### src/rtl/core/tksit_pkg.sv
// Package for the sorted top-k insertion table.
// Holds the field widths, action codes, sequencer states and default depth.
// Used by the top level and the testbench, which take names by scope.
`default_nettype none

package tksit_pkg;

  localparam int unsigned DEFAULT_RANK_DEPTH = 16;

  localparam int unsigned ACTION_W   = 1;
  localparam int unsigned TAG_W      = 32;
  localparam int unsigned SCORE_W    = 16;
  localparam int unsigned INDEX_W    = 4;
  localparam int unsigned POSITION_W = 4;
  localparam int unsigned COUNT_W    = 5;
  localparam int unsigned ENTRY_W    = SCORE_W + TAG_W;

  typedef enum logic [ACTION_W-1:0] {
    ACT_INSERT = 1'b0,
    ACT_READ   = 1'b1
  } action_e;

  typedef enum logic [2:0] {
    ST_IDLE,
    ST_SCAN_RD,
    ST_SCAN_CMP,
    ST_FINISH,
    ST_READ_RD,
    ST_READ_OUT
  } state_e;

endpackage

`default_nettype wire

### src/rtl/core/tksit_ram.sv
// Generic single-write, single-read RAM with a registered read port.
// Stand-alone; no package dependencies.
`default_nettype none

module tksit_ram #(
  parameter int unsigned Width = 8,
  parameter int unsigned Depth = 16,
  localparam int unsigned AW = (Depth > 1) ? $clog2(Depth) : 1
) (
  input  wire logic             clk_i,
  input  wire logic             we_i,
  input  wire logic [AW-1:0]    waddr_i,
  input  wire logic [Width-1:0] wdata_i,
  input  wire logic             re_i,
  input  wire logic [AW-1:0]    raddr_i,
  output logic      [Width-1:0] rdata_o
);

  logic [Width-1:0] mem_q [Depth];

  always_ff @(posedge clk_i) begin
    if (we_i) begin
      mem_q[waddr_i] <= wdata_i;
    end
    if (re_i) begin
      rdata_o <= mem_q[raddr_i];
    end
  end

endmodule

`default_nettype wire

### src/rtl/core/top_k_sorted_insert_table_top.sv
// Top level of the sorted top-k insertion table.
// Depends on tksit_pkg and on the tksit_ram entry store.
//
// The block keeps up to RANK_DEPTH entries (score and tag) sorted by descending
// score in one RAM. An insert word scans upward from the bottom of the table,
// one entry per step, moving each lower-scoring entry down one place, and then
// writes the new entry in the gap; ties keep arrival order and the last entry
// of a full table falls off. Each step is a RAM read followed by a compare and
// optional write; an insert examines at most the entry count of entries, and
// a read word reads one entry. Both wait in their last state while the output
// is stalled. The block takes one word at a time; it accepts the next word
// while a finished result still waits on the output register. The table
// contents need no clearing after reset.
`default_nettype none

module top_k_sorted_insert_table_top #(
  parameter int unsigned RankDepth = tksit_pkg::DEFAULT_RANK_DEPTH
) (
  input  wire logic                                clk_i,
  input  wire logic                                rst_ni,
  input  wire logic                                in_valid_i,
  output logic                                     in_stall_o,
  input  wire logic [tksit_pkg::ACTION_W-1:0]      action_i,
  input  wire logic [tksit_pkg::TAG_W-1:0]         player_tag_i,
  input  wire logic [tksit_pkg::SCORE_W-1:0]       score_i,
  input  wire logic [tksit_pkg::INDEX_W-1:0]       read_index_i,
  output logic                                     out_valid_o,
  input  wire logic                                out_stall_i,
  output logic                                     inserted_o,
  output logic      [tksit_pkg::POSITION_W-1:0]    insert_position_o,
  output logic      [tksit_pkg::COUNT_W-1:0]       entry_count_o,
  output logic                                     read_valid_o,
  output logic      [tksit_pkg::SCORE_W-1:0]       read_score_o,
  output logic      [tksit_pkg::TAG_W-1:0]         read_tag_o
);

  localparam int unsigned AW = (RankDepth > 1) ? $clog2(RankDepth) : 1;
  localparam int unsigned CW = $clog2(RankDepth + 1);
  localparam int unsigned IW = (CW > tksit_pkg::INDEX_W) ? CW : tksit_pkg::INDEX_W;
  localparam logic [CW-1:0] DepthC = CW'(RankDepth);
  localparam int unsigned SW = tksit_pkg::SCORE_W;
  localparam int unsigned TW = tksit_pkg::TAG_W;
  localparam int unsigned EW = tksit_pkg::ENTRY_W;

  tksit_pkg::state_e state_q, state_d;
  logic [CW-1:0] count_q, count_d;
  logic [CW-1:0] k_q, k_d;
  tksit_pkg::action_e act_q, act_d;
  logic [TW-1:0] tag_q, tag_d;
  logic [SW-1:0] score_q, score_d;
  logic [tksit_pkg::INDEX_W-1:0] ridx_q, ridx_d;

  logic out_valid_q, out_valid_d;
  logic inserted_q, inserted_d;
  logic [tksit_pkg::POSITION_W-1:0] pos_q, pos_d;
  logic [tksit_pkg::COUNT_W-1:0] ecount_q, ecount_d;
  logic rvalid_q, rvalid_d;
  logic [SW-1:0] rscore_q, rscore_d;
  logic [TW-1:0] rtag_q, rtag_d;

  logic ram_we, ram_re;
  logic [AW-1:0] ram_waddr, ram_raddr;
  logic [EW-1:0] ram_wdata, ram_rdata;
  logic [SW-1:0] rd_score;
  logic in_accept, out_free, read_hit;

  tksit_ram #(
    .Width(EW),
    .Depth(RankDepth)
  ) u_store (
    .clk_i  (clk_i),
    .we_i   (ram_we),
    .waddr_i(ram_waddr),
    .wdata_i(ram_wdata),
    .re_i   (ram_re),
    .raddr_i(ram_raddr),
    .rdata_o(ram_rdata)
  );

  assign in_stall_o = (state_q != tksit_pkg::ST_IDLE);
  assign in_accept  = in_valid_i && !in_stall_o;
  assign out_free   = !out_valid_q || !out_stall_i;
  assign rd_score   = ram_rdata[EW-1:TW];
  assign read_hit   = IW'(ridx_q) < IW'(count_q);

  always_comb begin
    state_d     = state_q;
    count_d     = count_q;
    k_d         = k_q;
    act_d       = act_q;
    tag_d       = tag_q;
    score_d     = score_q;
    ridx_d      = ridx_q;
    out_valid_d = out_valid_q && out_stall_i;
    inserted_d  = inserted_q;
    pos_d       = pos_q;
    ecount_d    = ecount_q;
    rvalid_d    = rvalid_q;
    rscore_d    = rscore_q;
    rtag_d      = rtag_q;
    ram_we      = 1'b0;
    ram_re      = 1'b0;
    ram_waddr   = AW'(k_q);
    ram_wdata   = ram_rdata;
    ram_raddr   = AW'(k_q - CW'(1));

    unique case (state_q)
      tksit_pkg::ST_IDLE: begin
        if (in_accept) begin
          act_d   = tksit_pkg::action_e'(action_i);
          tag_d   = player_tag_i;
          score_d = score_i;
          ridx_d  = read_index_i;
          k_d     = count_q;
          if (tksit_pkg::action_e'(action_i) == tksit_pkg::ACT_READ) begin
            state_d = tksit_pkg::ST_READ_RD;
          end else if (count_q == '0) begin
            state_d = tksit_pkg::ST_FINISH;
          end else begin
            state_d = tksit_pkg::ST_SCAN_RD;
          end
        end
      end
      tksit_pkg::ST_SCAN_RD: begin
        ram_re  = 1'b1;
        state_d = tksit_pkg::ST_SCAN_CMP;
      end
      tksit_pkg::ST_SCAN_CMP: begin
        // A lower score moves down one place; the bottom entry of a full table is lost.
        if (rd_score < score_q) begin
          ram_we = (k_q < DepthC);
          k_d    = k_q - CW'(1);
          if (k_q == CW'(1)) begin
            state_d = tksit_pkg::ST_FINISH;
          end else begin
            state_d = tksit_pkg::ST_SCAN_RD;
          end
        end else begin
          state_d = tksit_pkg::ST_FINISH;
        end
      end
      tksit_pkg::ST_FINISH: begin
        if (out_free) begin
          ram_we      = (k_q < DepthC);
          ram_wdata   = {score_q, tag_q};
          inserted_d  = (k_q < DepthC);
          pos_d       = (k_q < DepthC) ? tksit_pkg::POSITION_W'(k_q) : '0;
          count_d     = (count_q < DepthC) ? count_q + CW'(1) : count_q;
          ecount_d    = tksit_pkg::COUNT_W'(count_d);
          rvalid_d    = 1'b0;
          rscore_d    = '0;
          rtag_d      = '0;
          out_valid_d = 1'b1;
          state_d     = tksit_pkg::ST_IDLE;
        end
      end
      tksit_pkg::ST_READ_RD: begin
        ram_re    = 1'b1;
        ram_raddr = AW'(ridx_q);
        state_d   = tksit_pkg::ST_READ_OUT;
      end
      tksit_pkg::ST_READ_OUT: begin
        if (out_free) begin
          inserted_d  = 1'b0;
          pos_d       = '0;
          ecount_d    = tksit_pkg::COUNT_W'(count_q);
          rvalid_d    = read_hit;
          rscore_d    = read_hit ? ram_rdata[EW-1:TW] : '0;
          rtag_d      = read_hit ? ram_rdata[TW-1:0] : '0;
          out_valid_d = 1'b1;
          state_d     = tksit_pkg::ST_IDLE;
        end
      end
      default: begin
        state_d = tksit_pkg::ST_IDLE;
      end
    endcase
  end

  always_ff @(posedge clk_i or negedge rst_ni) begin
    if (!rst_ni) begin
      state_q     <= tksit_pkg::ST_IDLE;
      count_q     <= '0;
      out_valid_q <= 1'b0;
    end else begin
      state_q     <= state_d;
      count_q     <= count_d;
      out_valid_q <= out_valid_d;
    end
  end

  always_ff @(posedge clk_i) begin
    k_q        <= k_d;
    act_q      <= act_d;
    tag_q      <= tag_d;
    score_q    <= score_d;
    ridx_q     <= ridx_d;
    inserted_q <= inserted_d;
    pos_q      <= pos_d;
    ecount_q   <= ecount_d;
    rvalid_q   <= rvalid_d;
    rscore_q   <= rscore_d;
    rtag_q     <= rtag_d;
  end

  assign out_valid_o       = out_valid_q;
  assign inserted_o        = inserted_q;
  assign insert_position_o = pos_q;
  assign entry_count_o     = ecount_q;
  assign read_valid_o      = rvalid_q;
  assign read_score_o      = rscore_q;
  assign read_tag_o        = rtag_q;

  // The entry count never exceeds the table depth.
  assert property (@(posedge clk_i) disable iff (!rst_ni) count_q <= DepthC)
    else $error("entry count above table depth");

  // The count only grows, one entry per finished insert until the table is full.
  assert property (@(posedge clk_i) disable iff (!rst_ni)
    (count_q != $past(count_q)) |-> (count_q == $past(count_q) + CW'(1)))
    else $error("entry count changed by more than one");

  // The table is written only while an insert is in progress.
  assert property (@(posedge clk_i) disable iff (!rst_ni)
    ram_we |-> (act_q == tksit_pkg::ACT_INSERT && state_q != tksit_pkg::ST_IDLE))
    else $error("table written outside an insert");

  // An insert result never leaves the table empty.
  assert property (@(posedge clk_i) disable iff (!rst_ni)
    (out_valid_q && inserted_q) |-> (count_q != '0))
    else $error("inserted word with empty table");

endmodule

`default_nettype wire

### config.mk
export PLATFORM = sky130hd
export DESIGN_NAME = top_k_sorted_insert_table_top
export DESIGN_NICKNAME = d
export VERILOG_FILES = /design/src/rtl/core/tksit_pkg.sv /design/src/rtl/core/tksit_ram.sv /design/src/rtl/core/top_k_sorted_insert_table_top.sv
export SDC_FILE = /design/constraint.sdc
export NUM_CORES = 1
export LEC_CHECK = 0
export ABC_AREA = 1
export CORE_MARGIN = 10
export CORE_UTILIZATION = 50
export CTS_CLUSTER_SIZE = 24
export DETAILED_ROUTE_END_ITERATION = 16
export DONT_BUFFER_PORTS = 1
export GPL_TIMING_DRIVEN = 0
export PLACE_DENSITY_LB_ADDON = 0.12
export SKIP_CTS_REPAIR_TIMING = 1
export SYNTH_ARGS = -nofsm -noshare
export SYNTH_HDL_FRONTEND = slang
export SYNTH_SLANG_ARGS = --single-unit
### constraint.sdc
create_clock -name clk_i -period 5.9 [get_ports clk_i]
set_clock_uncertainty 0.05 [all_clocks]
set_input_delay 0.295 -clock clk_i [delete_from_list [all_inputs] [get_ports clk_i]]
set_output_delay 0.295 -clock clk_i [all_outputs]
set_load 0.02 [all_outputs]
# Yosys cells after proc, flatten, opt, wreduce, memory -nomap -nowiden
# Memories as Yosys holds them, arrays and structs flattened. A register that Yosys moved wholly into a read port is not among the register bits.
# Cells that the tools add are included.
# word_totals
memories	1
ramBits	768
reg_bits	125
elab_cells	91
out_inout_bits	61
input_bits	57
latch_bits	0
rom_bits	0
# memory_table
name	words	word_bits	rd	rd_clocked_by_memory_dff	wr	line	source
u_store.mem_q	16	48	1	1	1	tksit_ram.sv:19	logic [Width-1:0] mem_q [Depth];
# op_classes
shifts	0
bitwise	0
addsub	2
n_reduce_logical	18
order_cmp	4
multipliers	0
eq_ne	11
div	0
n_mux	42
# op_table
op	n
$mux 32	3
$mux 48	2
$pmux 32 s2	1
$mux 16	3
$pmux 16 s2	1
$mux 5	5
$pmux 5 s2	2
$lt 16x16->1	1
$mux 4	4
$pmux 3 s5	1
$mux 3	4
$lt 5x5->1 const B	2
$mux 1	10
$ne 2x2->1 const B	4
$pmux 4 s2	1
$eq 3x2->1 const B	2
$eq 3x3->1 const B	2
$pmux 1 s2	3
$reduce_and 2->1	3
$reduce_and 3->1	2
$add 5x1->5 const B	1
$eq 5x1->1 const B	1
$logic_not 5->1	1
$lt 4x5->1	1
other kinds (11)	17

# Longest topological paths before layout
# Gate-level depths: netlist of the first run.
# depth
depth_word	6
depth_mapped	14
mapped_depth_nobuf	14

# Cells and area by module
# A second synthesis of the first run with hierarchy kept.
# unflattened
hier_cells	3688
area_unflattened_um2	40132.2
# modules_own_cells
module	cells_each	instances	seq_area_each_um2	area_each_um2
tksit_ram	3165	1	24503.5	34469.3
top_k_sorted_insert_table_top	523	1	3708.6	5662.9

# Worst setup path before layout of the first run
# No wires, ideal clock.
# synth_timing
kind	reg2reg
from	register u_store.rdata_o[41], read port of u_store.mem_q
to	memory u_store.mem_q[10][0] (netlist name) (enable)
period_less_slack_ps	4408
arrival_ps	3888
setup_ps	470
n_path_buf	1
required_ps	5380
stages_incl_launch_ff	10
slack_ps	1492
path_cell_list	edfxtp_1 > ha_1 > nand2_1 > inv_1 > o21bai_1 > a21oi_1 > nor2_1 > nand4_1 > clkbuf_1 > a21oi_1
# synth_between
elab_chain_cells	5
# synth_rtl
element	line	source
start, declared	tksit_ram.sv:16	output logic [Width-1:0] rdata_o
$lt 16x16->1	top_k_sorted_insert_table_top.sv:130	if (rd_score < score_q) begin
$mux 1	top_k_sorted_insert_table_top.sv:130	
$pmux 1 s2	top_k_sorted_insert_table_top.sv:107	unique case (state_q)
$mux 1	tksit_ram.sv:22	if (we_i) begin
$mux 1 (not written as such)	tksit_ram.sv:23	mem_q[waddr_i] <= wdata_i;
end, declared	tksit_ram.sv:19	
# Every way passes these cells.

# Worst setup path in the final report of the first run
# layout_timing
from	register score_q[15]
to	memory u_store.mem_q[2][47] (netlist name) (enable)
# layout_between
elab_chain_cells	5
# layout_rtl
element	line	source
start, declared	top_k_sorted_insert_table_top.sv:50	logic [SW-1:0] score_q, score_d;
start signal, assigned	top_k_sorted_insert_table_top.sv:196	score_q <= score_d;
$lt 16x16->1	top_k_sorted_insert_table_top.sv:130	
$mux 1	top_k_sorted_insert_table_top.sv:130	
$pmux 1 s2	top_k_sorted_insert_table_top.sv:107	
$mux 1	tksit_ram.sv:22	
$mux 1 (not written as such)	tksit_ram.sv:23	
# Every way passes these cells.

==> results.md, run 1 <==
- Status: completed
- Detailed Place HPWL: about 76 mm
- Synth Register Bits: between 900 and 1000
- Max VDD drop: 0.000316 V
- Int Pwr: around 15 mW
- Largest family of logic cells by synthesized area: compound AO/OA/AOI/OAI gates
- Sink Count: ~940
- Reg clk slew, reported paths: about 0.060 ns
- Sw Ratio: 40.9%
- Layout Utilization: between 50% and 60%
- Worst path cell trace: inv_1 > ha_1 > a21oi_1 > o21ai_0 > nor2_1 > nand4_1 > clkbuf_1 > a21oi_4 > buf_12 > buf_12
- Combinational share of power: about two fifths
- Final worst-path cycle share: between 80% and 90%
- Fin area: between 0.04 and 0.05 sq mm
- Total GRT Usage: about a quarter
- Horiz. Die Dim: 295 um
- Clock Latency Late Sink: 0.66 ns
- PD cells: between 500 and 600 mW/mm^2
- Synth Area per Inst: ~13 sq um
- Synth cell types: 32
- Core Area: about 0.075 sq mm
- Clock root buffer: clkbuf_16
- Peak Freq: 197 MHz
- I/O Buffers: 0
- Setup TNS: 0 ns
- Clock share of power: about a quarter
- Post-Synth XOR/XNOR Area: less than 1%
- Commonest non-fill, non-tap cell in the layout: edfxtp_1
- Die height: around 300 um
- P_leak: between 15 and 20 nW
- Synth Area in Adders: less than 1%
- Final-report setup violation count: 0
- CP arrival: 5.36 ns
- Row cnt: 100
- Syn. warnings: 0
- Synth Area in Simple Gates: under 10%
- Post-Syn Instances: 2849
- Total die area: 0.0872 sq mm
- Routed Antenna Nets: 0
- Setup Crit Path Kind: reg2reg
- Crit-path max FO: 18
- Final Max Tran Viols: 0
- CP required: 6.19 ns
- First-pass GRT wire length: between 150 and 200 mm
- Worst min-delay path class: in2reg
- CP startpoint kind: register
- Initial antenna violation count: 3
- Vias per cell: between 5 and 6
- CTS tree: done
- RSZ-0062 raised after global routing: no
- Post-Synthesis Net Count: 2931
- Drt pass-1 iters: 6
- Slowest CP cell: a21oi_4
- Post-synthesis compound-gate area fraction: a little over a tenth
- Fin cells: 4125
- I/O pins: about 120
- Psw: between 10 and 15 mW
- GRT Residual Overflow: 0
- Drt first-iter violations: roughly 3000
- Seq/Total Area, Yosys: 74.4%
- Mux cell area share after synthesis: 0%
- H-tree Lvls: 3
- Synthesized area: ~0.038 sq mm
- Final Net Count: about 3200
- Vias in the first global route: around 24000
- Placed Area: between 0.04 and 0.05 sq mm
- Placed cell count: around 3900
- Reg power frac: a little over a third
- Largest net degree at the start of global routing: 49
- Max stage delay on crit path: a little under 0.9 ns
- Max Root-Sink Buffers: 3
- Total number of vias: between 20000 and 25000
- Most frequent cells in the layout: edfxtp_1, inv_1, o211ai_1, o21ai_0, nand2_1
- Least-Margin Pin Slew: around 1.2 ns
- WL final: between 100 and 150 mm
- P&R area growth vs syn: 16.2%
- Final hold vios: 0
- DRC Markers: 0
- Initial Util: 50.7%
- Post-layout minimum cycle time: 5.06 ns
- Crit path top cell by count: buf_12
- Routability cong.: a little over 0.8
- Max-cap check violation count: 0
- Inserted Clock Buffers: just under 100
- Slew headroom: 17.4%
- Wirelength per Cell: around 28 um
- FILL cells: 5783
- CP endpoint kind: register
- Fraction of layout cells with a size suffix above 1: 14.2%
## metrics by stage
| step | setup WS [ns] | total power [mW] | hold WS, ns |
|---|---|---|---|
| detailed placement | 0.850 | 19.4 | -0.0499 |
| floorplan | 1.49 | 15.0 | -0.0506 |
| finish | 0.836 | 25.5 | 0.0798 |
| CTS | 0.817 | 25.4 | -0.751 |
| global route | 0.689 | 26.7 | 0.0915 |
| global placement | -2.82 | 19.1 | -0.0500 |
## critical path, delay by kind of cell (launching register included)
kind,cells,cell delay (ns)
simple gates,2,1.50
compound gates,3,1.23
buf+inv,4,1.21
flops,1,0.38
fa+ha+maj,1,0.32
## cell type report
| cell class | count | area (sq um) | share of cell area, % |
|---|---|---|---|
| well taps | 969 | 1210 | 2.75 |
| flip-flops and latches | 941 | 28200 | 64.0 |
| clock inverters | 62 | 536 | 1.22 |
| inverters | 293 | 1100 | 2.50 |
| plain buffers | 177 | 836 | 1.90 |
| clock buffers | 119 | 2560 | 5.81 |
| repair buffers | 125 | 1640 | 3.72 |
| multi-input cells | 1438 | 7970 | 18.1 |
| diodes | 1 | 2.50 | 0.00568 |
## power by group through the flow
stage	Sequential (mW)	Clock, mW	Combinational, mW
after floorplan	9.44	0	5.59
after global placement	9.57	0	9.50
after detailed placement	9.46	0	9.97
after CTS	9.32	6.05	10.0
after global routing	9.36	6.32	11.0
final	9.31	6.02	10.2
## state kept, by name, indices dropped and copies added (netlist names)
name / count
u_store.mem_q: 768
u_store.rdata_o: 48
read_tag_o: 32
tag_q: 32
read_score_o: 16
score_q: 16
count_q: 5
entry_count_o: 5
k_q: 5
insert_position_o: 4
ridx_q: 4
state_q: 3
inserted_o: 1
out_valid_o: 1
read_valid_o: 1
## cells in the mapped netlist
| cell type | number | area (sq um) |
|---|---|---|
| edfxtp_1 | 932 | 28000 |
| o21ai_0 | 320 | 1600 |
| inv_1 | 289 | 1080 |
| o211ai_1 | 287 | 2150 |
| nand2_1 | 262 | 983 |
| nand3_1 | 197 | 986 |
| nor2_1 | 165 | 619 |
| buf_2 | 109 | 546 |
| or2_2 | 95 | 594 |
| clkbuf_1 | 56 | 210 |
| o21ai_1 | 38 | 190 |
| a21oi_1 | 25 | 125 |
| ha_1 | 25 | 313 |
| dfrtp_1 | 9 | 225 |
| buf_4 | 7 | 52.6 |
| xor2_1 | 5 | 43.8 |
| buf_1 | 4 | 15.0 |
| nor3_1 | 4 | 20.0 |
| inv_2 | 3 | 11.3 |
| nand4_1 | 3 | 18.8 |
| nor3_2 | 2 | 20.0 |
| o21ai_4 | 2 | 32.5 |
| a31o_2 | 1 | 8.76 |
| a41oi_1 | 1 | 8.76 |
| buf_6 | 1 | 11.3 |
| clkinv_1 | 1 | 3.75 |
| nand2_2 | 1 | 6.26 |
| o21a_1 | 1 | 7.51 |
| o21ai_2 | 1 | 8.76 |
| o21bai_1 | 1 | 7.51 |
| o22ai_1 | 1 | 6.26 |
| xnor2_1 | 1 | 8.76 |
## logic make-up (layout without fill, tap and decap cells)
group | count (synthesis) | in the layout
adders and majority gates | 25 | 25
AOI/OAI and AO/OA | 678 | 678
other | 0 | 1
buffers and inverters | 470 | 776
and+or+nand+nor | 729 | 729
DFF | 941 | 941
xor gates and xnor gates | 6 | 6
## routing by layer
metal  GRT usage (%)  vias to the layer above  routed length [um]
met2            41.2                     1310               53300
li1                -                    10821                   -
met3            4.71                      220               10900
met1            35.8                    12372               46200
met4            8.93                        0                3940
met5               0                        -                   0
## final timing paths
kind                                           from              endpoint  slack, ns  cells after the start
worst max-delay path                    score_q[15]  u_store.mem_q[2][47]       0.84                     10
worst min-delay path                     in_valid_i             ridx_q[0]       0.08                      3
worst max register to register          score_q[15]  u_store.mem_q[2][47]       0.84                     10
worst min register to register  u_store.rdata_o[30]        read_tag_o[30]       0.51                      2
max in group asynchronous                    rst_ni            state_q[1]       4.98                      2
min in group asynchronous                    rst_ni            count_q[3]       0.50                      2
(Power assumes the default switching activity.)
==> inputs of run 2 (changes only) <==
--- a/config.mk
+++ b/config.mk
@@ -13,6 +13,7 @@
 export DONT_BUFFER_PORTS = 1
 export GPL_TIMING_DRIVEN = 0
 export PLACE_DENSITY_LB_ADDON = 0.12
+export REMOVE_ABC_BUFFERS = 1
 export SKIP_CTS_REPAIR_TIMING = 1
 export SYNTH_ARGS = -nofsm -noshare
 export SYNTH_HDL_FRONTEND = slang
==> run 2 against run 1 <==
Clock-buffer cell count is 4 higher. Global-route usage decreased by 4.3 points. Routed wire length fell by 16%. Combinational power is 13% lower. Setup slack gained 0.74 ns. Sequential cell count did not move. Final area is 0.57% higher. Non-clock buffer count fell by 152. Sequential share of layout area shrank 0.37 points. Critical endpoint is now u_store.mem_q[14][10]. Highest routed layer unchanged.
==> results.md, run 2 (synthesis results as in run 1) <==
- Die height: 295 um (unchanged)
- Biggest regs: u_store.mem_q x768, u_store.rdata_o x48
- Final worst-path cycle share: 73.3% (-13 points)
- Worst path cell trace: inv_1 > ha_1 > a21oi_1 > o21ai_0 > nor2_1 > nand4_1 > buf_8 > a21oi_4 > buf_12 > buf_12
- Crit-path max FO: 17 (-1)
- Wirelength per Cell: 24.1 um (-13%)
- Hold WS: 0.214 ns (+0.134 ns)
- Slowest CP cell: a21oi_4
- Setup WS post-layout: 1.58 ns (+0.741 ns)
- Psw: 8.82 mW (-16%)
- Reg clk slew, reported paths: 0.06 ns (about the same)
- RSZ-0062 raised after global routing: no
- Detailed Place HPWL: 56.2 mm (-26%)
- Clock share of power: 24.2% (+0.6 points)
- Slew headroom: 30.1% (+13 points)
- Most frequent cells in the layout: edfxtp_1, inv_1, o211ai_1, o21ai_0, nand2_1
- Fin area: 0.0443 sq mm (+0.57%)
- First-pass GRT wire length: 141 mm (-14%)
- H-tree Lvls: 3 (unchanged)
- Vias in the first global route: 22547 (-4.6%)
- Clock root buffer: clkbuf_16
- Total number of vias: 23032 (-6.8%)
- Pre-CTS setup slack: 1.62 ns (+0.768 ns)
- Max-cap check violation count: 0 (unchanged)
- Reg2reg end: u_store.mem_q[14][10]
- Min-delay src: player_tag_i[24]
- Final-report setup violation count: 0 (unchanged)
- Worst r2r path cells: 10 (unchanged)
- Post-layout minimum cycle time: 4.32 ns (-0.741 ns)
- Status: completed
- Combinational share of power: 36.8% (-3.1 points)
- CP startpoint kind: register
- Total die area: 0.0872 sq mm (unchanged)
- Met3 WL: 6.11 mm (-44%)
- Routability cong.: 0.779 (-6.0%)
- CTS tree: done
- Reg power frac: 39.0% (+2.5 points)
- Final Net Count: 3004 (-4.8%)
- R2R Setup Slk: 1.58 ns (+0.74 ns)
- Worst min-delay path class: in2reg
- Total stage count of the critical path: 10 (unchanged)
- Horiz. Die Dim: 295 um (unchanged)
- Peak Freq: 231 MHz (+17%)
- Drt pass-1 iters: 6 (unchanged)
- Row cnt: 100 (unchanged)
- Final hold vios: 0 (unchanged)
- Max stage delay on crit path: 0.76 ns (-0.11 ns)
- CP startpoint: score_q[15]
- P_leak: 15.3 nW (-1.0%)
- GRT Residual Overflow: 0 (unchanged)
- Drt first-iter violations: 2227 (-26%)
- P&R area growth vs syn: 16.9%
- DRC Markers: 0 (unchanged)
- Initial antenna violation count: 2 (-1)
- Least-Margin Pin Slew: 1.04 ns (-0.198 ns)
- PD cells: 542 mW/mm^2 (-6.4%)
- Worst path buffer plus inverter count: 4 (unchanged)
- Int Pwr: 15.2 mW (+0.75%)
- Worst R2R Start: score_q[15]
- Met1 wire length: 41.4 mm (-10%)
- Max layer used: met4
- Hold Path Depth: 1 (-2)
- CP endpoint kind: register
- Crit path max-delay family: compound AO/OA/AOI/OAI gates
- I/O pins: 118 (unchanged)
- Max Root-Sink Buffers: 3 (unchanged)
- Initial Util: 50.7% (unchanged)
- Fraction of layout cells with a size suffix above 1: 11.8% (-2.5 points)
- Sw Ratio: 36.7% (-4.2 points)
- Clock Latency Late Sink: 0.65 ns (about the same)
- Max VDD drop: 0.000432 V (+37%)
- Largest net degree at the start of global routing: 105 (+110%)
- Commonest non-fill, non-tap cell in the layout: edfxtp_1
- Core Area: 0.0748 sq mm (unchanged)
- CP required: 6.18 ns (about the same)
- Crit path top cell by count: buf_12
- Reg with most FFs: u_store.mem_q
- Final Max Tran Viols: 0 (unchanged)
- Routed Antenna Nets: 0 (unchanged)
- CP arrival: 4.61 ns (-0.75 ns)
- Inserted Clock Buffers: 98 (+1.0%)
- I/O Buffers: 0 (unchanged)
- Max reg flops: 768 (unchanged)
- Vias per cell: 5.80 (-3.2%)
- Total GRT Usage: 21.7% (-4.3 points)
- Placed Area: 0.0407 sq mm (+0.73%)
- Hold worst-path end: tag_q[24]
- Overall power: 24.0 mW (-5.9%)
- WL final: 95.6 mm (-16%)
- Met2 WL: 45.7 mm (-14%)
- Sink Count: 941 (unchanged)
- Setup Crit Path Kind: reg2reg
-- run 2: layout make-up --
class,instances,area (sq um)
fillers,5640,30500
flip-flops and latches,941,28200
multi-input cells,1438,8010
repair buffers,150,2740
clock buffers,123,2610
well taps,969,1210
inverters,293,1120
clock inverters,53,418
diodes,1,2.50
-- run 2: how the worst max path moves through the flow --
stage | end | slack (ns)
finish | u_store.mem_q[14][10] | 1.58
global route | u_store.mem_q[14][10] | 1.40
CTS | u_store.mem_q[14][10] | 1.61
detailed placement | u_store.mem_q[14][23] | 1.62
global placement | u_store.rdata_o[9] | -7.10
floorplan | u_store.rdata_o[0] | -1.27
-- run 2: layer usage --
layer / vias up / track usage [%]
li1: 10513 / -
met1: 11513 / 29.8
met2: 842 / 35.2
met3: 164 / 3.23
met4: 0 / 7.07
met5: - / 0
-- run 2: power by group through the flow --
stage | sequential [mW] | combinational (mW) | clock, mW
floorplan | 9.48 | 5.37 | 0
global placement | 9.69 | 7.71 | 0
detailed placement | 9.53 | 8.76 | 0
CTS | 9.40 | 8.78 | 5.93
global route | 9.40 | 9.78 | 6.21
finish | 9.36 | 8.83 | 5.82
-- run 2: stage by stage --
| stage | std cells | TNS [ns] | utilization [%] |
|---|---|---|---|
| floorplan | 2672 | -60.39 | - |
| global placement | 3641 | -5856.97 | 51.2 |
| CTS | 3907 | 0 | 58.4 |
| global route | 3968 | 0 | 59.2 |
| finish | 3968 | 0 | 59.2 |
| detailed placement | 3731 | 0 | 54.4 |
